File: src/rtl/pec_pkg.sv
package pec_pkg;

	// default sizes of the datapath
	localparam int PROGRESS_FRAC_BITS_DEF = 16;
	localparam int VALUE_BITS_DEF         = 32;
	localparam int BLEND_FRAC_BITS_DEF    = 14;

	// fixed register widths
	localparam int BLEND_W    = 16;
	localparam int DEGREE_W   = 3;
	localparam int DIR_W      = 2;
	localparam int CFG_DATA_W = 32;
	localparam int CFG_ADDR_W = 4;

	// number of power multiplier stages (degree 5 needs four products)
	localparam int POW_STEPS = 4;

	localparam logic [DEGREE_W-1:0] DEGREE_MIN   = 3'd1;
	localparam logic [DEGREE_W-1:0] DEGREE_MAX   = 3'd5;
	localparam logic [DEGREE_W-1:0] DEGREE_RESET = 3'd1;

	// easing direction codes
	typedef enum logic [DIR_W-1:0] {
		DIR_IN    = 2'd0,
		DIR_OUT   = 2'd1,
		DIR_INOUT = 2'd2
	} dir_t;

	// register index, taken from paddr word bits
	typedef enum logic [1:0] {
		REG_DEGREE    = 2'd0,
		REG_DIRECTION = 2'd1,
		REG_BLEND     = 2'd2
	} reg_idx_t;

	// per item control that travels with the data
	typedef struct packed {
		logic                out_half;
		logic                split;
		logic [DEGREE_W-1:0] degree;
	} item_ctl_t;

endpackage

File: src/rtl/pec_pow_step.sv
module pec_pow_step #(
	parameter int PROGRESS_FRAC_BITS = pec_pkg::PROGRESS_FRAC_BITS_DEF,
	parameter int VALUE_BITS         = pec_pkg::VALUE_BITS_DEF,
	parameter int STEP               = 1
) (
	input  logic                                clk,
	input  logic                                arst_n,
	input  logic                                in_valid,
	output logic                                in_ready,
	input  logic [PROGRESS_FRAC_BITS:0]         p_in,
	input  logic [PROGRESS_FRAC_BITS:0]         x_in,
	input  pec_pkg::item_ctl_t                  ctl_in,
	input  logic signed [pec_pkg::BLEND_W-1:0]  slope_in,
	input  logic signed [VALUE_BITS-1:0]        start_in,
	input  logic signed [VALUE_BITS-1:0]        delta_in,
	output logic                                out_valid,
	input  logic                                out_ready,
	output logic [PROGRESS_FRAC_BITS:0]         p_out,
	output logic [PROGRESS_FRAC_BITS:0]         x_out,
	output pec_pkg::item_ctl_t                  ctl_out,
	output logic signed [pec_pkg::BLEND_W-1:0]  slope_out,
	output logic signed [VALUE_BITS-1:0]        start_out,
	output logic signed [VALUE_BITS-1:0]        delta_out
);
	import pec_pkg::*;

	localparam int P = PROGRESS_FRAC_BITS;
	localparam logic [2*P+1:0] RND = {{(P+2){1'b0}}, 1'b1, {(P-1){1'b0}}};

	logic [2*P+1:0] prod;
	logic [P:0]     p_next;
	logic           valid_q;
	logic [P:0]     p_q;
	logic [P:0]     x_q;
	item_ctl_t      ctl_q;
	logic signed [BLEND_W-1:0]    slope_q;
	logic signed [VALUE_BITS-1:0] start_q;
	logic signed [VALUE_BITS-1:0] delta_q;

	// one more power of x, rounded half up, only while below the degree
	always_comb begin
		prod   = p_in * x_in + RND;
		p_next = (DEGREE_W'(STEP) < ctl_in.degree) ? prod[2*P:P] : p_in;
	end

	assign in_ready = !valid_q || out_ready;

	always_ff @(posedge clk or negedge arst_n) begin
		if (!arst_n) begin
			valid_q <= 1'b0;
		end else if (in_ready) begin
			valid_q <= in_valid;
		end
	end

	always_ff @(posedge clk) begin
		if (in_valid && in_ready) begin
			p_q     <= p_next;
			x_q     <= x_in;
			ctl_q   <= ctl_in;
			slope_q <= slope_in;
			start_q <= start_in;
			delta_q <= delta_in;
		end
	end

	assign out_valid = valid_q;
	assign p_out     = p_q;
	assign x_out     = x_q;
	assign ctl_out   = ctl_q;
	assign slope_out = slope_q;
	assign start_out = start_q;
	assign delta_out = delta_q;

endmodule

File: config.mk
export PLATFORM = sky130hd
export DESIGN_NAME = pec_pow_step
export DESIGN_NICKNAME = d
export VERILOG_FILES = /design/src/rtl/pec_pkg.sv /design/src/rtl/pec_pow_step.sv
export SDC_FILE = /design/constraint.sdc
export NUM_CORES = 1
export LEC_CHECK = 0
export BUFFER_PORTS_ARGS = -buffer_cell sky130_fd_sc_hd__buf_4
export CORE_MARGIN = 3
export CORE_UTILIZATION = 55
export DETAILED_ROUTE_END_ITERATION = 10
export GPL_TIMING_DRIVEN = 0
export PLACE_DENSITY = 0.83
export SLEW_MARGIN = 20
export SYNTH_ARGS = -nofsm -noshare
export SYNTH_HDL_FRONTEND = slang
export SYNTH_SLANG_ARGS = --single-unit
File: constraint.sdc
create_clock -name clk -period 4 [get_ports clk]
set_clock_uncertainty 0.05 [all_clocks]
set_input_delay 0.4 -clock clk [delete_from_list [all_inputs] [get_ports clk]]
set_output_delay 0.4 -clock clk [all_outputs]
set_load 0.02 [all_outputs]
# After elaboration in Yosys (flattened, before gate mapping)
# Cells that the tools add are included.
[word_totals]
in_bits = 123
out_inout_bits = 121
reg_bits = 120
[op_classes]
muxes = 1
order_cmp = 1
n_reduce_logical = 3
mul = 1
n_addsub = 1
[op_table]
columns = ["op", "n"]
rows = [
  ["$add A33 B16 Y33 const B", 1],
  ["$mul A17 B17 Y33", 1],
  ["$mux W17", 1],
  ["$lt A1 B3 Y1 const A", 1],
  ["$logic_and A1 B1 Y1", 1],
  ["$logic_not A1 Y1", 1],
  ["$logic_or A1 B1 Y1", 1],
]

# Logic depth before layout (Yosys ltp)
[logic_depth]
word_depth = 3
mapped_depth = 22
depth_no_buf = 20

# Worst setup path before layout
# Ideal clock, no wire load.
[synth_path]
path_type = "input to register"
start = "input port p_in[14]"
end = "register p_q[13], in the netlist p_out[13], data pin"
t_required_ns = 3.682
stages = 20
setup_slack_ns = -2.046
n_path_buf = 3
t_arrival_ns = 5.728
path_cell_list = "clkbuf_1 > clkbuf_1 > nand2_1 > fa_1 > fa_1 > fa_1 > inv_1 > fa_1 > fa_1 > inv_1 > fa_1 > inv_1 > ha_1 > buf_2 > nand4_1 > or3_1 > or4_1 > a21oi_1 > o31a_1 > o31ai_1"
[synth_via]
elab_chain_cells = 3
[synth_lines]
columns = ["item", "line_no", "source"]
rows = [
  ["start: declaration", "pec_pow_step.sv:10", "input logic [PROGRESS_FRAC_BITS:0] p_in,"],
  ["$mul A17 B17 Y33", "pec_pow_step.sv:42", "prod = p_in * x_in + RND;"],
  ["$add A33 B16 Y33", "pec_pow_step.sv:42", ""],
  ["$mux W17", "pec_pow_step.sv:43", "p_next = (DEGREE_W'(STEP) < ctl_in.degree) ? prod[2*P:P] : p_in;"],
  ["named net p_next[13]", "pec_pow_step.sv:31", "logic [P:0] p_next;"],
  ["end signal: assignment", "pec_pow_step.sv:58", "p_q <= p_next;"],
  ["end: declaration", "pec_pow_step.sv:33", "logic [P:0] p_q;"],
]
# The timed path passes the listed nets, and every way through them passes these cells.
# A chain may end at the register's enable or synchronous reset.

# Final worst setup path
[layout_path]
start = "input port p_in[8]"
end = "register p_q[13], in the netlist p_out[13], data pin"
# Same word-level chain as after synthesis.

==> key figures <==
Worst setup path
  • Setup crit end kind: flop
  • Crit-path cells: buf_12 -> clkbuf_16 -> buf_12 -> nand2_1 -> fa_1 -> fa_1 -> fa_1 -> inv_1 -> fa_1 -> fa_1 -> inv_1 -> fa_1 -> inv_2 -> ha_4 -> nand4_1 -> or3_4 -> or4_4 -> a21oi_4 -> o31a_1 -> o31ai_2
  • Critical path class: in -> reg
  • Crit path buf inv count: 6
  • Reg2reg end: x_out[4]
  • Cell repeated most along the worst path: fa_1
  • Worst Setup Start Kind: primary input
  • Worst r2r path cells: 3
  • Slowest CP cell: fa_1
  • Crit path max-delay family: adder cells
  • Crit-path max cell delay: 0.57 ns
  • Req. time, crit path: 4.11 ns
  • Worst r2r src: out_valid
  • Worst R2R Setup Slack: 2.49 ns
  • Crit path max fanout: 6
  • WP data arrival: 5.83 ns

Clocking
  • Worst-path clk slew: about 0.070 ns
  • Clk sinks: between 100 and 150
  • TritonCTS buffer count: 17
  • Max H-tree Level: 4
  • Worst skew pair latency: 0.44 ns
  • TritonCTS clock tree: yes
  • Max Buffers Root-to-Sink: 2
  • Root Driver: clkbuf_16

GRT
  • GRT Max-Usage Layer: met2
  • Maximum number of pins on one net before global-route repair: 61
  • Initial antenna violation count: 1
  • Vias in the first global route: around 12,000
  • Met2 Use GR: 52.4%
  • Gr ovfl total: 0
  • M3 GR Usage: 6.97%
  • Met1 usage: 40.9%
  • GRT Total Usage: 32.0%
  • First-pass GRT wire length: 64.6 mm

Detailed routing
  • Initial DRC Count: roughly 1,300
  • Drt total wl: 45.6 mm
  • Routed WL per cell: around 23 um
  • Via density: 5.82
  • ANT nets after route: 0
  • First-pass DRT Iterations: 6
  • DRC violations left: 0
  • Via count: 11,573

Synth
  • Top cells by count, synth: 263 x inv_1, 223 x fa_1, 171 x nand2_1, 145 x and2_1, 119 x edfxtp_1
  • Top-area cell type share of the netlist area: between 30% and 40%
  • Synthesized cell area: 13,500 sq um
  • Synth Warn #: 0
  • Main flop type after synthesis: edfxtp_1
  • Yosys cell types: 54
  • Most common cell in the netlist: inv_1
  • FFs w/ async S/R, synth: 0.833%
  • Area contributors post-synth: fa_1 33%, edfxtp_1 26%, ha_1 10%
  • Synth area leader: fa_1
  • Cells after Synth: 1,298
  • Mapped Nets: 1,756
  • Seq/Total Area, Yosys: 26.6%
  • Avg Inst Size Synth: 10.4 sq um
  • Post-synth EDFFs: ~120
  • Seq cells post-synth: 120

Timing
  • Post-layout minimum cycle time: 5.73 ns
  • RSZ-0062 raised after global routing: true
  • Worst hold margin: 0.0835 ns
  • Final period utilization: 143%
  • Slew @ Worst Pin: around 0.68 ns
  • Max Slew Vio Count: 0
  • Fmax achieved: between 0.15 and 0.2 GHz
  • Final setup viols: 17
  • Worst slew margin: 54.9%
  • Post-route setup slack: -1.73 ns
  • Final hold vios: 0

Floorplanning
  • Area of the core: about 24,000 sq um
  • Die extent in y: 163 um
  • Die W: 163 um
  • I/O Pins: 244
  • Initial Util: 56.8%
  • Total die area: 26,500 sq um
  • Site row count: 56

Layout
  • Number of fill cells: roughly 1,300
  • Fin area: 18,900 sq um
  • Finished Core Util: 79.3%
  • Share of cells above drive strength 1: 34.3%
  • Nets: between 2,000 and 2,500
  • Area Overhead vs Synth: 39.6%

Hold path
  • Worst Hold Class: in -> reg
  • Hold path startpoint: slope_in[12]
  • Hold Path Cell Cnt: 1
  • Hold path endpoint: slope_out[12]

Placement
  • Post-place setup slack: -2.58 ns
  • Cell Area, Placed: 16,200 sq um
  • Placed wire-length estimate: 28.7 mm
  • Port Buffers: 242
  • Routability Congestion: about 0.99

Job
  • Max-cap violations: 0

Status
  • Failing checks: setup timing
  • Status: complete, but fails checks
kinds of logic (layout without fill, tap and decap cells):
kind of cell,after synthesis,in the layout,synth area share (%)
and+or+nand+nor,408,408,15.1
adders and majority gates,335,335,43.4
buffers and inverters,315,685,8.83
DFF,120,120,26.6
AOI/OAI and AO/OA,108,108,5.34
xor gates and xnor gates,10,10,0.648
muxes,2,2,0.148
other,0,1,0
worst max-delay path by stage:
stage | cells after the start | endpoint | slack (ns) | startpoint
after floorplan | 20 | p_out[13] | -1.64 | x_in[10]
after global placement | 20 | p_out[13] | -2.60 | p_in[2]
after detailed placement | 20 | p_out[13] | -2.58 | p_in[2]
after CTS | 21 | p_out[13] | -1.68 | x_in[5]
after global routing | 20 | p_out[13] | -1.83 | p_in[8]
final | 20 | p_out[13] | -1.73 | p_in[8]
registers in the layout, indices dropped and copies added, names as in the netlist:
name	cells
ctl_out	5
delta_out	32
out_valid	1
p_out	17
slope_out	16
start_out	32
x_out	17
final cells by class:
cell class,count,area (sq um),area share [%]
diodes,1,2.50,0.0132
plain buffers,45,843,4.47
clock buffers,17,425,2.25
clock inverters,15,153,0.808
inverters,263,987,5.23
multi-input cells,863,9460,50.1
flip-flops and latches,120,3600,19.1
well taps,319,399,2.11
repair buffers,345,3020,16.0
metal layers:
layer | wire, um | share of wire [%]
met4 | 3000 | 6.6
met3 | 5260 | 12
met5 | 13 | 0.028
met1 | 15700 | 34
met2 | 21700 | 47
placed cells by master (no fill, tap or decap), types with 4 or more instances in the layout:
| master | netlist | layout |
|---|---|---|
| a211oi_2 | 0 | 5 |
| a21o_1 | 8 | 8 |
| a21oi_1 | 34 | 14 |
| a21oi_2 | 0 | 14 |
| a21oi_4 | 0 | 6 |
| a31oi_1 | 7 | 5 |
| and2_1 | 145 | 124 |
| and2_4 | 0 | 20 |
| buf_12 | 0 | 17 |
| buf_4 | 2 | 289 |
| buf_6 | 0 | 28 |
| buf_8 | 0 | 17 |
| clkbuf_1 | 46 | 8 |
| clkbuf_16 | 0 | 44 |
| edfxtp_1 | 119 | 119 |
| fa_1 | 223 | 206 |
| fa_2 | 0 | 17 |
| ha_1 | 112 | 97 |
| ha_4 | 0 | 12 |
| inv_1 | 263 | 239 |
| inv_2 | 0 | 24 |
| inv_6 | 0 | 5 |
| inv_8 | 0 | 4 |
| nand2_1 | 171 | 155 |
| nand2_2 | 0 | 13 |
| nand3_1 | 15 | 11 |
| nand4_1 | 7 | 7 |
| nor2_1 | 27 | 25 |
| nor3_1 | 14 | 9 |
| nor3_2 | 0 | 4 |
| o211ai_1 | 5 | 5 |
| o21a_1 | 4 | 4 |
| o21ai_0 | 16 | 6 |
| o21ai_2 | 1 | 7 |
| or3_1 | 7 | 4 |
| xnor2_1 | 7 | 7 |
metrics by stage:
stage          instances  TNS (ns)
2_1_floorplan       1298    -22.20
3_3_place_gp        1859    -37.39
3_5_place_dp        1861    -37.82
4_1_cts             1961    -24.35
5_1_grt             1987    -27.65
6_report            1988    -26.17
what timing repair did:
| item | CTS | global route |
|---|---|---|
| pin swaps | 80 | 71 |
| hold endpoints to repair | 1 | 0 |
| endpoints found under the setup margin | 17 | 17 |
| hold buffers | 1 | 0 |
| gates resized for setup | 207 | 90 |
| buffers inserted | 70 | 32 |
Power is not shown: default switching activity piles up to over one toggle a cycle in this logic, so the estimate is an artifact.
