$ cat src/rtl/pec_pkg.sv
package pec_pkg;

	// default sizes of the datapath
	localparam int PROGRESS_FRAC_BITS_DEF = 16;
	localparam int VALUE_BITS_DEF         = 32;
	localparam int BLEND_FRAC_BITS_DEF    = 14;

	// fixed register widths
	localparam int BLEND_W    = 16;
	localparam int DEGREE_W   = 3;
	localparam int DIR_W      = 2;
	localparam int CFG_DATA_W = 32;
	localparam int CFG_ADDR_W = 4;

	// number of power multiplier stages (degree 5 needs four products)
	localparam int POW_STEPS = 4;

	localparam logic [DEGREE_W-1:0] DEGREE_MIN   = 3'd1;
	localparam logic [DEGREE_W-1:0] DEGREE_MAX   = 3'd5;
	localparam logic [DEGREE_W-1:0] DEGREE_RESET = 3'd1;

	// easing direction codes
	typedef enum logic [DIR_W-1:0] {
		DIR_IN    = 2'd0,
		DIR_OUT   = 2'd1,
		DIR_INOUT = 2'd2
	} dir_t;

	// register index, taken from paddr word bits
	typedef enum logic [1:0] {
		REG_DEGREE    = 2'd0,
		REG_DIRECTION = 2'd1,
		REG_BLEND     = 2'd2
	} reg_idx_t;

	// per item control that travels with the data
	typedef struct packed {
		logic                out_half;
		logic                split;
		logic [DEGREE_W-1:0] degree;
	} item_ctl_t;

endpackage

$ cat src/rtl/pec_curve.sv
module pec_curve #(
	parameter int PROGRESS_FRAC_BITS = pec_pkg::PROGRESS_FRAC_BITS_DEF,
	parameter int VALUE_BITS         = pec_pkg::VALUE_BITS_DEF,
	parameter int BLEND_FRAC_BITS    = pec_pkg::BLEND_FRAC_BITS_DEF,
	parameter int WEIGHT_W           = 17,
	parameter int CURVE_W            = 36
) (
	input  logic                                clk,
	input  logic                                arst_n,
	input  logic                                in_valid,
	output logic                                in_ready,
	input  logic [PROGRESS_FRAC_BITS:0]         p_in,
	input  logic [PROGRESS_FRAC_BITS:0]         x_in,
	input  pec_pkg::item_ctl_t                  ctl_in,
	input  logic signed [pec_pkg::BLEND_W-1:0]  slope_in,
	input  logic signed [VALUE_BITS-1:0]        start_in,
	input  logic signed [VALUE_BITS-1:0]        delta_in,
	output logic                                out_valid,
	input  logic                                out_ready,
	output logic signed [CURVE_W-1:0]           c_out,
	output pec_pkg::item_ctl_t                  ctl_out,
	output logic signed [VALUE_BITS-1:0]        start_out,
	output logic signed [VALUE_BITS-1:0]        delta_out
);
	import pec_pkg::*;

	localparam int P   = PROGRESS_FRAC_BITS;
	localparam int B   = BLEND_FRAC_BITS;
	localparam int T1W = WEIGHT_W + P + 2;
	localparam int T2W = BLEND_W + P + 2;
	localparam logic signed [WEIGHT_W-1:0] UNITY =
		{{(WEIGHT_W-B-1){1'b0}}, 1'b1, {B{1'b0}}};

	logic signed [WEIGHT_W-1:0] weight;
	logic signed [T1W-1:0]      t1_next;
	logic signed [T2W-1:0]      t2_next;
	logic                       valid_s6;
	logic                       valid_s7;
	logic                       rdy_s7;
	logic signed [T1W-1:0]      t1_s6;
	logic signed [T2W-1:0]      t2_s6;
	item_ctl_t                  ctl_s6;
	item_ctl_t                  ctl_s7;
	logic signed [VALUE_BITS-1:0] start_s6;
	logic signed [VALUE_BITS-1:0] delta_s6;
	logic signed [VALUE_BITS-1:0] start_s7;
	logic signed [VALUE_BITS-1:0] delta_s7;
	logic signed [CURVE_W-1:0]    c_s7;

	// power term weight (1 - s) and the two blend products
	always_comb begin
		weight  = UNITY - WEIGHT_W'(slope_in);
		t1_next = T1W'(weight) * T1W'($signed({1'b0, p_in}));
		t2_next = T2W'(slope_in) * T2W'($signed({1'b0, x_in}));
	end

	// handshake of the two stages
	assign rdy_s7   = !valid_s7 || out_ready;
	assign in_ready = !valid_s6 || rdy_s7;

	always_ff @(posedge clk or negedge arst_n) begin
		if (!arst_n) begin
			valid_s6 <= 1'b0;
			valid_s7 <= 1'b0;
		end else begin
			if (in_ready) begin
				valid_s6 <= in_valid;
			end
			if (rdy_s7) begin
				valid_s7 <= valid_s6;
			end
		end
	end

	// products
	always_ff @(posedge clk) begin
		if (in_valid && in_ready) begin
			t1_s6    <= t1_next;
			t2_s6    <= t2_next;
			ctl_s6   <= ctl_in;
			start_s6 <= start_in;
			delta_s6 <= delta_in;
		end
	end

	// blended curve value
	always_ff @(posedge clk) begin
		if (valid_s6 && rdy_s7) begin
			c_s7     <= CURVE_W'(t1_s6) + CURVE_W'(t2_s6);
			ctl_s7   <= ctl_s6;
			start_s7 <= start_s6;
			delta_s7 <= delta_s6;
		end
	end

	assign out_valid = valid_s7;
	assign c_out     = c_s7;
	assign ctl_out   = ctl_s7;
	assign start_out = start_s7;
	assign delta_out = delta_s7;

endmodule

$ cat config.mk
export PLATFORM = sky130hd
export DESIGN_NAME = pec_curve
export DESIGN_NICKNAME = d
export VERILOG_FILES = /design/src/rtl/pec_pkg.sv /design/src/rtl/pec_curve.sv
export SDC_FILE = /design/constraint.sdc
export NUM_CORES = 2
export LEC_CHECK = 0
export ABC_CLOCK_PERIOD_IN_PS = 5550
export BUFFER_PORTS_ARGS = -buffer_cell sky130_fd_sc_hd__buf_2
export CORE_MARGIN = 1.5
export CORE_UTILIZATION = 55
export CTS_CLUSTER_DIAMETER = 50
export DETAILED_ROUTE_END_ITERATION = 16
export PLACE_DENSITY = 0.72
export SLEW_MARGIN = 20
export SYNTH_ARGS = -nofsm -noshare
export SYNTH_HDL_FRONTEND = slang
export SYNTH_SLANG_ARGS = --single-unit
$ cat constraint.sdc
create_clock -name clk -period 5.55 [get_ports clk]
set_input_delay 0.2775 -clock clk [delete_from_list [all_inputs] [get_ports clk]]
set_output_delay 0.2775 -clock clk [all_outputs]
set_load 0.01 [all_outputs]
=== Word-level counts from Yosys, hierarchy flattened ===
Cells that the tools add are included.

* Bits in registers: 245
* Output and inout bits: 107
* Logic and storage cells: 25

* Add/subtract/negate cells: 2
* Multiply operators: 2
* Reductions and logical operators: 6

{| class="wikitable"
|+ Operators with widths
! cell !! number
|-
| $add 35x34->36 || 1
|-
| $mul 17x18->35 || 1
|-
| $mul 16x18->34 || 1
|-
| $sub 16x16->17 const A || 1
|-
| $logic_and 1x1->1 || 2
|-
| $logic_not 1->1 || 2
|-
| $logic_or 1x1->1 || 2
|}

=== Logic depth before layout (Yosys ltp) ===
* Word-level depth: 4
* Gate-level depth with buffers: 30
* Gate-level depth less buffers: 27

=== Worst setup path before layout ===
OpenSTA, ideal clock, no wires.

* Kind: input to register
* From: in slope_in[1] (netlist name)
* To: reg t1_s6[29], data pin
* Setup time: 0.264 ns
* Arrival: 6.750 ns
* Data required time: 5.286 ns
* Setup slack: -1.463 ns
* Stages: 29
* Path buffers: 3
* Cell sequence: clkbuf_1 -> inv_1 -> ha_1 -> nand2_1 -> nor4_1 -> nor2b_1 -> xnor2_1 -> clkbuf_1 -> nand2_1 -> fa_1 -> inv_1 -> fa_1 -> inv_1 -> fa_1 -> inv_1 -> fa_1 -> fa_1 -> inv_1 -> fa_1 -> inv_1 -> ha_1 -> clkbuf_2 -> nand2_1 -> o21bai_1 -> a21o_1 -> or2_2 -> o31ai_1 -> a221oi_1 -> xnor2_1

* Word-level cells in the longest chain between the ends: 2

{| class="wikitable"
|+ RTL lines
! item !! line !! source
|-
| start, declared || pec_curve.sv:15 || <nowiki>input logic signed [pec_pkg::BLEND_W-1:0] slope_in,</nowiki>
|-
| $sub 16x16->17 || pec_curve.sv:52 || <nowiki>weight = UNITY - WEIGHT_W'(slope_in);</nowiki>
|-
| $mul 17x18->35 || pec_curve.sv:53 || <nowiki>t1_next = T1W'(weight) * T1W'($signed({1'b0, p_in}));</nowiki>
|-
| net t1_next[29] || pec_curve.sv:35 || <nowiki>logic signed [T1W-1:0] t1_next;</nowiki>
|-
| end signal, assigned || pec_curve.sv:78 || <nowiki>t1_s6 <= t1_next;</nowiki>
|-
| end, declared || pec_curve.sv:40 || <nowiki>logic signed [T1W-1:0] t1_s6;</nowiki>
|}

The timed path passes the listed nets, and every way through them passes these cells.
A chain may end at the register's enable or synchronous reset.

=== Worst setup path in the final report ===
* From: in slope_in[7] (netlist name)
* To: reg t1_s6[33], data pin

The elaborated chain is that of the path after synthesis.

==> impl_metrics.tcl <==
set metrics [dict create \
    worstPathMaxFanout 8 \
    drive_gt1_share_pct 23.28 \
    place_hpwl_um 61150 \
    synth_area_um2 29280 \
    clock_sinks 245 \
    r2r_cells 10 \
    finalSetupViolCount 25 \
    violations "setup timing" \
    required_ns 5.81 \
    port_buffers 229 \
    cp-end-kind "flip-flop" \
    rsz0062_at_grt "true" \
    place_area_um2 33460 \
    synth_seq_area_share_pct 25.10 \
    gp_congestion 0.9012 \
    hold_class "primary input to asynchronous set/reset pin" \
    syn_inst 2881 \
    ys_types 80 \
    cts_tree "built" \
    post-route-util_pct 69.09 \
    wirelength_um 76180 \
    finalClockSkew_ns 0.01934 \
    wl_per_cell_um 18.41 \
    cts_root_buffer "clkbuf_16" \
    clk_path_buf_depth 3 \
    synth_edf_count 243 \
    fillers 3915 \
    synth_fp_nets 3725 \
    clk_pin_slew_ns 0.06 \
    dieArea_um2 54620 \
    ant_nets 0 \
    path_class "primary input to flip-flop" \
    drt_drc_violations_left 0 \
    fp.dieH_um 233.7 \
    worst-r2r-setup-slack_ns 2.56 \
    cts_buffers 23 \
    io_pins 230 \
    period_share_pct 113.5 \
    grt_max_degree 70 \
    fin_setup_tns_ns -12.75 \
    cp.arrival_ns 6.57 \
    grt_first_pass_wirelength_um 120600 \
    post_drt_via_cell_ratio 5.361 \
    area_growth_pct 24.01 \
    grt_pass1_vias 23600 \
    vias 22180 \
    place_ws_ns -1.464 \
    chipWidth_um 233.7 \
    period_minus_slack_ns 6.301 \
    synthArstFlopShare_pct 0.8163 \
    final_cell_mix "inv_1 (560), fa_1 (425), nand2_1 (341), buf_4 (296), ha_1 (264)" \
    outcome "finished with violations" \
    final_common_cell "inv_1" \
    final_hold_viol_count 0 \
    multiInputGateArea_um2 20530 \
    drt-pass1-iter-count 6 \
    start_util_pct 55.71 \
    drtIter0Drc 1216 \
    final_cell_area_um2 36300 \
    seq_area_um2 7347 \
    yosys_warnings 0 \
    r2r-start "t2_s6[0]" \
    synth-main-ff-cell "edfxtp_1" \
    timing.fmax_mhz 158.7 \
    final_nets 4278 \
    setup_slack_ns -0.7507 \
    worstMarginPinSlew_ns 0.8401 \
    n_antenna_cell 0 \
    core.rowCount 84 \
    clock_latency_ns 0.52 \
    max_slew_margin_pct 43.99 \
    ys_seq_elements 245 \
    r2r-end "c_out[30]" \
    max_cap_viol_count 0 \
    start_kind "primary input" \
    htree_levels 1 \
    overflow 0 \
    gr-usage-all-layers_pct 28.15 \
    grt_antenna_before_repair 0 \
    core_area_um2 52550 \
    finalMaxSlewViolations 0 \
    syn_avg_cell_area_um2 10.16 \
]
==> layer usage <==
layer	global-route usage [%]	up-vias	wire length, um
met5	0	-	0
li1	-	10206	-
met3	2.478	160	4445
met2	49.44	788	37710
met1	36.91	11026	31480
met4	8.934	0	2542
==> per-stage QoR <==
stage / instances / hold WS (ns)
after floorplan: 2881 / -0.01809
after global placement: 3982 / 0.07047
after detailed placement: 3982 / 0.07018
after CTS: 4123 / 0.06772
after global routing: 4137 / 0.08918
final: 4137 / 0.07714
==> synth_stat cells (4+ instances only) <==
cell        n  area [um2]
nor3_1     24       120.1
o21a_1      8       60.06
or2_2      10       62.56
nor2_1     62       232.7
nor3b_1     4       30.03
clkbuf_1   90       337.8
xor2_1     36       315.3
a21o_1     53       397.9
nand2_1   375        1408
inv_1     583        2188
xnor2_1    65       569.3
buf_2       5       25.02
a21boi_0    4       30.03
a31oi_1    16       100.1
or3_1       6       37.54
nand3_1    22       110.1
nand3b_1    4       30.03
nand2b_1   27       168.9
a211oi_1   15       112.6
nand4_1    10       62.56
a311oi_1    5       43.79
and2_1    218        1364
o211ai_1    9       67.56
a21oi_1    79       395.4
a41oi_1     4       35.03
fa_1      433        8668
buf_1       5       18.77
ha_1      288        3603
nor2b_1    15       93.84
o21ai_1     4       20.02
o21bai_1   20       150.1
o31ai_1     5       37.54
a211o_1     7       61.31
edfxtp_1  243        7297
and3_1      7       43.79
o21ai_0    49       245.2
==> registers in the layout (all words and copies together), names as in the netlist <==
name and flops:
c_out 36, valid_s6 1, delta_out 32, start_out 32, t2_s6 34, out_valid 1
start_s6 32, delta_s6 32, t1_s6 35, ctl_out 5, ctl_s6 5
==> kinds of logic after synthesis <==
kind of cell	synth area share, %
xor+xnor	3.133
buf+inv	9.206
simple gates	13.21
mux	0.1026
compound gates	7.338
fa+ha+maj	41.92
flops	25.10
==> worst max-delay path by stage <==
stage | from | end | depth (start not counted) | slack [ns]
3_3_place_gp | slope_in[1] | t1_s6[28] | 24 | -1.28
3_5_place_dp | slope_in[1] | t1_s6[28] | 25 | -1.46
6_report | slope_in[7] | t1_s6[33] | 24 | -0.75
5_1_grt | slope_in[8] | t1_s6[33] | 24 | -0.95
2_1_floorplan | slope_in[9] | t1_s6[29] | 25 | -0.96
4_1_cts | slope_in[7] | t1_s6[27] | 25 | -0.70
==> final cells by class <==
| type | count | share of cell area, % |
|---|---|---|
| Clock buffer | 32 | 1.678 |
| Clock inverter | 8 | 0.1379 |
| Inverter | 583 | 6.035 |
| Multi-Input combinational cell | 1942 | 56.55 |
| Sequential cell | 245 | 20.24 |
| Tap cell | 688 | 2.371 |
| Timing Repair Buffer | 639 | 12.99 |
==> what timing repair did <==
action                     4_1_cts  5_1_grt
hold endpoints to repair        72        0
resized for setup               99      128
pin swaps                       45       68
gates cloned                     1        2
setup endpoints to repair       32       38
hold buffers                    71        0
buffers inserted                33       17
==> critical path: stages <==
cell and delay, ns:
buf_6 0.09, or3_4 0.37, or3_4 0.37, nor3_4 0.22
a31oi_4 0.16, xnor2_4 0.35, buf_6 0.15, and2_4 0.13
fa_1 0.43, fa_1 0.47, fa_1 0.51, fa_1 0.42
fa_1 0.48, inv_1 0.05, fa_1 0.49, inv_2 0.05
ha_4 0.29, buf_6 0.12, nand2_1 0.05, a21o_1 0.20
or2_4 0.28, o31ai_4 0.32, a31oi_1 0.14, xnor2_1 0.14
Power is not shown: default switching activity piles up to over one toggle a cycle in this logic, so the estimate is an artifact.
