--- src/rtl/pec_pkg.sv ---
package pec_pkg;

	// default sizes of the datapath
	localparam int PROGRESS_FRAC_BITS_DEF = 16;
	localparam int VALUE_BITS_DEF         = 32;
	localparam int BLEND_FRAC_BITS_DEF    = 14;

	// fixed register widths
	localparam int BLEND_W    = 16;
	localparam int DEGREE_W   = 3;
	localparam int DIR_W      = 2;
	localparam int CFG_DATA_W = 32;
	localparam int CFG_ADDR_W = 4;

	// number of power multiplier stages (degree 5 needs four products)
	localparam int POW_STEPS = 4;

	localparam logic [DEGREE_W-1:0] DEGREE_MIN   = 3'd1;
	localparam logic [DEGREE_W-1:0] DEGREE_MAX   = 3'd5;
	localparam logic [DEGREE_W-1:0] DEGREE_RESET = 3'd1;

	// easing direction codes
	typedef enum logic [DIR_W-1:0] {
		DIR_IN    = 2'd0,
		DIR_OUT   = 2'd1,
		DIR_INOUT = 2'd2
	} dir_t;

	// register index, taken from paddr word bits
	typedef enum logic [1:0] {
		REG_DEGREE    = 2'd0,
		REG_DIRECTION = 2'd1,
		REG_BLEND     = 2'd2
	} reg_idx_t;

	// per item control that travels with the data
	typedef struct packed {
		logic                out_half;
		logic                split;
		logic [DEGREE_W-1:0] degree;
	} item_ctl_t;

endpackage

--- src/rtl/pec_scale.sv ---
module pec_scale #(
	parameter int PROGRESS_FRAC_BITS = pec_pkg::PROGRESS_FRAC_BITS_DEF,
	parameter int VALUE_BITS         = pec_pkg::VALUE_BITS_DEF,
	parameter int BLEND_FRAC_BITS    = pec_pkg::BLEND_FRAC_BITS_DEF,
	parameter int CURVE_W            = 36
) (
	input  logic                          clk,
	input  logic                          arst_n,
	input  logic                          in_valid,
	output logic                          in_ready,
	input  logic signed [CURVE_W-1:0]     c_in,
	input  pec_pkg::item_ctl_t            ctl_in,
	input  logic signed [VALUE_BITS-1:0]  start_in,
	input  logic signed [VALUE_BITS-1:0]  delta_in,
	output logic                          out_valid,
	input  logic                          out_ready,
	output logic [VALUE_BITS-1:0]         eased_value,
	output logic                          clipped
);
	import pec_pkg::*;

	localparam int V   = VALUE_BITS;
	localparam int CL  = CURVE_W / 2;
	localparam int CH  = CURVE_W - CL;
	localparam int PLW = V + CL + 1;
	localparam int PHW = V + CH;
	localparam int PW  = V + CURVE_W;
	localparam int SH  = BLEND_FRAC_BITS + PROGRESS_FRAC_BITS;
	localparam int NW  = V + CURVE_W + 2;
	localparam logic signed [NW-1:0] RND_ONE = {{(NW-SH){1'b0}}, 1'b1, {(SH-1){1'b0}}};
	localparam logic signed [NW-1:0] RND_TWO = {{(NW-SH-1){1'b0}}, 1'b1, {SH{1'b0}}};
	localparam logic [V-1:0] MAXV = {1'b0, {(V-1){1'b1}}};
	localparam logic [V-1:0] MINV = {1'b1, {(V-1){1'b0}}};

	logic                   valid_s8;
	logic                   valid_s9;
	logic                   valid_s10;
	logic                   rdy_s9;
	logic                   rdy_s10;
	logic signed [PLW-1:0]  pl_s8;
	logic signed [PHW-1:0]  ph_s8;
	logic signed [V:0]      base_s8;
	item_ctl_t              ctl_s8;
	logic signed [PW-1:0]   prod_s9;
	logic signed [V:0]      base_s9;
	item_ctl_t              ctl_s9;
	logic signed [NW-1:0]   base_sh;
	logic signed [NW-1:0]   prod_ext;
	logic signed [NW-1:0]   num;
	logic signed [NW-1:0]   quot;
	logic                   fits;
	logic [V-1:0]           res_next;
	logic [V-1:0]           eased_s10;
	logic                   clipped_s10;

	// handshake of the three stages
	assign rdy_s10  = !valid_s10 || out_ready;
	assign rdy_s9   = !valid_s9 || rdy_s10;
	assign in_ready = !valid_s8 || rdy_s9;

	always_ff @(posedge clk or negedge arst_n) begin
		if (!arst_n) begin
			valid_s8  <= 1'b0;
			valid_s9  <= 1'b0;
			valid_s10 <= 1'b0;
		end else begin
			if (in_ready) begin
				valid_s8 <= in_valid;
			end
			if (rdy_s9) begin
				valid_s9 <= valid_s8;
			end
			if (rdy_s10) begin
				valid_s10 <= valid_s9;
			end
		end
	end

	// delta times curve as two partial products, base value of the half
	always_ff @(posedge clk) begin
		if (in_valid && in_ready) begin
			pl_s8   <= PLW'(delta_in) * PLW'($signed({1'b0, c_in[CL-1:0]}));
			ph_s8   <= PHW'(delta_in) * PHW'($signed(c_in[CURVE_W-1:CL]));
			base_s8 <= (V+1)'(start_in) + (ctl_in.out_half ? (V+1)'(delta_in) : '0);
			ctl_s8  <= ctl_in;
		end
	end

	// join partial products
	always_ff @(posedge clk) begin
		if (valid_s8 && rdy_s9) begin
			prod_s9 <= (PW'(ph_s8) <<< CL) + PW'(pl_s8);
			base_s9 <= base_s8;
			ctl_s9  <= ctl_s8;
		end
	end

	// exact sum, round half up, saturate
	always_comb begin
		base_sh  = ctl_s9.split ? ((NW'(base_s9) <<< (SH + 1)) | RND_TWO)
		                        : ((NW'(base_s9) <<< SH) | RND_ONE);
		prod_ext = NW'(prod_s9);
		num      = ctl_s9.out_half ? (base_sh - prod_ext) : (base_sh + prod_ext);
		quot     = ctl_s9.split ? (num >>> (SH + 1)) : (num >>> SH);
		fits     = (quot[NW-1:V-1] == '0) || (quot[NW-1:V-1] == '1);
		if (fits) begin
			res_next = quot[V-1:0];
		end else begin
			res_next = quot[NW-1] ? MINV : MAXV;
		end
	end

	// output register
	always_ff @(posedge clk) begin
		if (valid_s9 && rdy_s10) begin
			eased_s10   <= res_next;
			clipped_s10 <= !fits;
		end
	end

	assign out_valid   = valid_s10;
	assign eased_value = eased_s10;
	assign clipped     = clipped_s10;

endmodule

--- config.mk ---
export PLATFORM = sky130hd
export DESIGN_NAME = pec_scale
export DESIGN_NICKNAME = d
export VERILOG_FILES = /design/src/rtl/pec_pkg.sv /design/src/rtl/pec_scale.sv
export SDC_FILE = /design/constraint.sdc
export NUM_CORES = 2
export LEC_CHECK = 0
export BUFFER_PORTS_ARGS = -buffer_cell sky130_fd_sc_hd__buf_2
export CAP_MARGIN = 40
export CELL_PAD_IN_SITES_DETAIL_PLACEMENT = 0
export CELL_PAD_IN_SITES_GLOBAL_PLACEMENT = 2
export CORE_UTILIZATION = 46
export CTS_BUF_LIST = sky130_fd_sc_hd__clkbuf_4
export DETAILED_ROUTE_END_ITERATION = 10
export GPL_TIMING_DRIVEN = 0
export PLACE_DENSITY_LB_ADDON = 0.3
export SYNTH_ARGS = -nofsm -noshare
export SYNTH_HDL_FRONTEND = slang
export SYNTH_SLANG_ARGS = --single-unit
--- constraint.sdc ---
create_clock -name clk -period 15.2 [get_ports clk]
set_clock_uncertainty 0.1 [all_clocks]
set_input_delay 0.76 -clock clk [delete_from_list [all_inputs] [get_ports clk]]
set_output_delay 0.76 -clock clk [all_outputs]
set_load 0.05 [all_outputs]
Word-level counts from Yosys, hierarchy flattened
Index checks and enable logic that the tools add are counted.

cells by class
  add/sub/neg operators = 4
  $mul = 2
  equality and inequality tests = 1
  mux-type cells = 6
  reductions and logical operators = 12

operators with widths
  operator                number
  $mux W70                1
  $add A64 B68 Y69        1
  $sub A64 B68 Y69        1
  $add A68 B51 Y68        1
  $mux W32                2
  $mux W63                1
  $mul A32 B19 Y51        1
  $mul A32 B18 Y50        1
  $eq A39 B39 Y1 const B  1
  $logic_not A39 Y1       1
  $mux W39                1
  $add A33 B33 Y33        1
  $mux W33                1
  $logic_not A1 Y1        4
  $logic_or A1 B1 Y1      4
  $logic_and A1 B1 Y1     3

word-level totals
  bits in registers = 275
  bits of input ports = 109
  output and inout bits = 35
  word-level logic and storage cells = 39

Logic depth before layout (Yosys ltp)
  depth in word-level cells = 7
  gate-level depth with buffers = 30
  mapped depth without buffers = 28

Worst setup path after synthesis
No wires, ideal clock.

  kind = input to register
  start point = input port delta_in[11]
  end point = register ph_s8[49], data pin
  arrival = 7.807 ns
  slack = 7.033 ns
  stages on the path = 26
  path buffers = 2
  cells stage by stage = clkbuf_1 clkbuf_1 nand2_1 fa_1 fa_1 fa_1 inv_1 fa_1 fa_1 inv_1 fa_1 inv_1 ha_1 a21o_1 a21o_1 a221o_1 o21bai_1 a31oi_1 o211a_1 o31ai_1 a31oi_1 o41ai_1 a41oi_1 a221o_1 a21oi_1 xnor2_1

on the way
  word-level cells in the longest chain between the ends = 1

ends and longest elaborated chain
  item                  line             source
  from (decl)           pec_scale.sv:14  input logic signed [VALUE_BITS-1:0] delta_in,
  $mul A32 B18 Y50      pec_scale.sv:83  ph_s8 <= PHW'(delta_in) * PHW'($signed(c_in[CURVE_W-1:CL]));
  to (signal assigned)  pec_scale.sv:83
  to (decl)             pec_scale.sv:41  logic signed [PHW-1:0] ph_s8;

No other way between the ends.
A chain may end at the register's enable or synchronous reset.

Worst setup path after layout
  start point = input port delta_in[9]
  end point = register ph_s8[49], data pin

The elaborated chain is that of the path after synthesis.

==> metrics <==
fmax 107 MHz; Reg clk slew, reported paths approximately 0.080 ns; vias per cell roughly 5.4; Post-synth EDFFs 272; Initial DRT Pass Iterations 5; design area 62,100 um2; Synth Flop Type edfxtp_1; share of cells above drive strength 1 6.31%; post-synthesis async set-or-reset flop share 1.09%; Crit Path Class in -> reg; fill count ~12,000; Worst slew margin between 30 and 40%; die footprint 125,000 um2; gp weighted congestion 0.962; Final Hold Fails 0; setup repair bufs after CTS 0; crit-path max cell delay 0.68 ns; CP arrival just under 10 ns; syn nets roughly 7,700; die height around 350 um; CTS Buffer Depth 3; Initial Utilization between 40% and 50%; Min-Delay Path Depth 3; crit-path most repeated cell fa_1; post-synthesis cell count between 6,000 and 7,000; clock latency on the worst-skew pair 0.89 ns; Worst path slowest cell clkbuf_1; worst r2r path cells 24; drt drc 0; Num CTS Buffers 72; RSZ-0062 raised after global routing false; Post-DP Area 61,100 um2; final worst path period need 9.39 ns; first-pass GRT wire length around 290,000 um; initial antenna violation count 37; Antenna Nets Post-Route 0; Post-DP HPWL 168,000 um; CP Capture Type register; delay-heaviest family, CP compound AO/OA/AOI/OAI gates; post-synth cell types 83; post-place setup slack between 5 and 6 ns; overall routing resource usage roughly a third; status finished clean; Die X 354 um; Crit path depth 27; setup tns final 0 ns; Final setup viols 0; setup ws final slightly below 6 ns; grt ovf 0; CTS tree built; P&R area growth vs syn 8.84%; DR iter-0 viols 3,206; Critical Path Start Type input pin; crit share post-route between 60% and 70%; setup slack, reg-to-reg roughly 6.9 ns; post-synth design cell area between 50,000 and 60,000 um2; Max Slew Vio Count 0; sequential fraction of the synthesis area 14.5%; H-tree levels 3; CP Max Fanout 10; nets between 7,000 and 8,000; Max-Cap Viols 0; Synth Warn # 0; Avg Inst Size Synth about 9.3 um2; # rows 128; clk sinks about 280; CP required ~16 ns; I/O pins 144; HP Class in -> reg; via count about 44,000; flops & latches, synth approximately 280; Bufs and invs on worst path 6; root buf cell clkbuf_4; largest net degree at the start of global routing roughly 70; I/O Buffers 108; per-cell routed wire length between 20 and 25 um; total length of routed wires 194,000 um; number of global-route vias before repair 45,600; Tightest Pin Transition 1.01 ns; core area 122,000 um2
[placed cells by master (no fill, tap or decap), drive strengths merged, types with 7 or more instances in the layout]
| master | n |
|---|---|
| a21boi | 10 |
| xor2 | 63 |
| ha | 370 |
| o21bai | 33 |
| o31a | 9 |
| mux2 | 32 |
| a21o | 101 |
| fa | 1112 |
| o21a | 25 |
| a211o | 8 |
| buf | 239 |
| nand3 | 47 |
| nor4 | 27 |
| nor2b | 22 |
| nor3 | 48 |
| o211ai | 9 |
| o31ai | 16 |
| inv | 1304 |
| nand4 | 35 |
| o21ai | 136 |
| edfxtp | 272 |
| and2 | 545 |
| or2 | 7 |
| and3 | 13 |
| a21oi | 205 |
| nor2 | 209 |
| o2111ai | 7 |
| a31oi | 24 |
| diode | 13 |
| xnor2 | 188 |
| nand2 | 738 |
| clkinv | 25 |
| clkbuf | 367 |
| nand2b | 40 |
| a211oi | 15 |
| mux2i | 35 |
| or3 | 15 |
| or4 | 9 |
| a41oi | 7 |
[per-stage QoR]
step / util [%] / std cells / hold WS, ns
CTS: 50.7 / 8073 / 0.0401
global placement: 48.7 / 7832 / 0.301
global route: 50.7 / 8081 / 0.111
detailed placement: 49.9 / 7947 / 0.305
finish: 50.7 / 8089 / 0.146
floorplan: - / 6099 / 0.300
[Yosys cell counts (all sizes together), types with 15 or more instances]
cell       n  share of area (%)
a211oi    15               0.20
a21o     101                1.3
a21oi    205                1.8
a31oi     24               0.26
and2     545                6.0
buf       15               0.14
clkbuf   273                1.8
edfxtp   272                 14
fa      1112                 39
ha       370                8.1
inv     1300                8.6
mux2      32               0.63
mux2i     35               0.61
nand2    738                4.9
nand2b    40               0.44
nand3     47               0.41
nand4     35               0.38
nor2     209                1.4
nor2b     22               0.24
nor3      48               0.43
nor4      27               0.39
o21a      25               0.33
o21ai    136                1.2
o21bai    33               0.43
o31ai     16               0.27
or3       15               0.16
xnor2    188                2.9
xor2      63               0.97
[routing by layer]
metal	vias up	global-route usage, %	part of all wire (%)
met1	22100	41.6	41
li1	19400	-	-
met2	1655	51.7	46
met3	408	5.42	7.8
met5	-	0	0.037
met4	12	14.2	5.1
[logic make-up after synthesis]
group                      share of synthesized area (%)
and+or+nand+nor                                     15.5
buffers and inverters                               10.5
adders and majority gates                           47.2
AOI/OAI and AO/OA                                   7.33
DFF                                                 14.5
xor gates and xnor gates                            3.86
muxes                                               1.25
[final cells by class]
class                           count  area [um2]  share of cell area, %
Antenna cell                       13        32.5                 0.0524
Buffer                            288        1110                   1.79
Clock buffer                       93         698                   1.12
Clock inverter                     30         204                  0.329
Inverter                         1301        4880                   7.87
Multi-Input combinational cell   4235       42800                   69.0
Sequential cell                   275        8240                   13.3
Tap cell                         1625        2030                   3.28
Timing Repair Buffer              229        2060                   3.32
[tightest hold or removal path: stages]
cell and delay (ns):
buf_2 0.08, nand2b_1 0.11, nand2b_1 0.06
[sequential cells by signal, indices dropped and copies added, names as in the netlist]
| signal | flops |
|---|---|
| ctl_s9 | 2 |
| ctl_s8 | 2 |
| valid_s8 | 1 |
| valid_s9 | 1 |
| prod_s9 | 68 |
| base_s9 | 33 |
| base_s8 | 33 |
| clipped | 1 |
| out_valid | 1 |
| ph_s8 | 50 |
| eased_value | 32 |
| pl_s8 | 51 |
[final timing paths]
path | end | from
worst max-delay path | ph_s8[49] | delta_in[9]
worst min register to register | base_s9[16] | base_s8[16]
worst max register to register | eased_value[1] | prod_s9[1]
max in group asynchronous | out_valid | arst_n
min in group asynchronous | valid_s8 | arst_n
worst min-delay path | out_valid | out_ready
[timing repair]
item	4_1_cts	5_1_grt
hold endpoints to repair	5	0
setup endpoints to repair	0	0
hold buffers	3	0
resized for setup	0	0
Power is not shown: default switching activity piles up to over one toggle a cycle in this logic, so the estimate is an artifact.
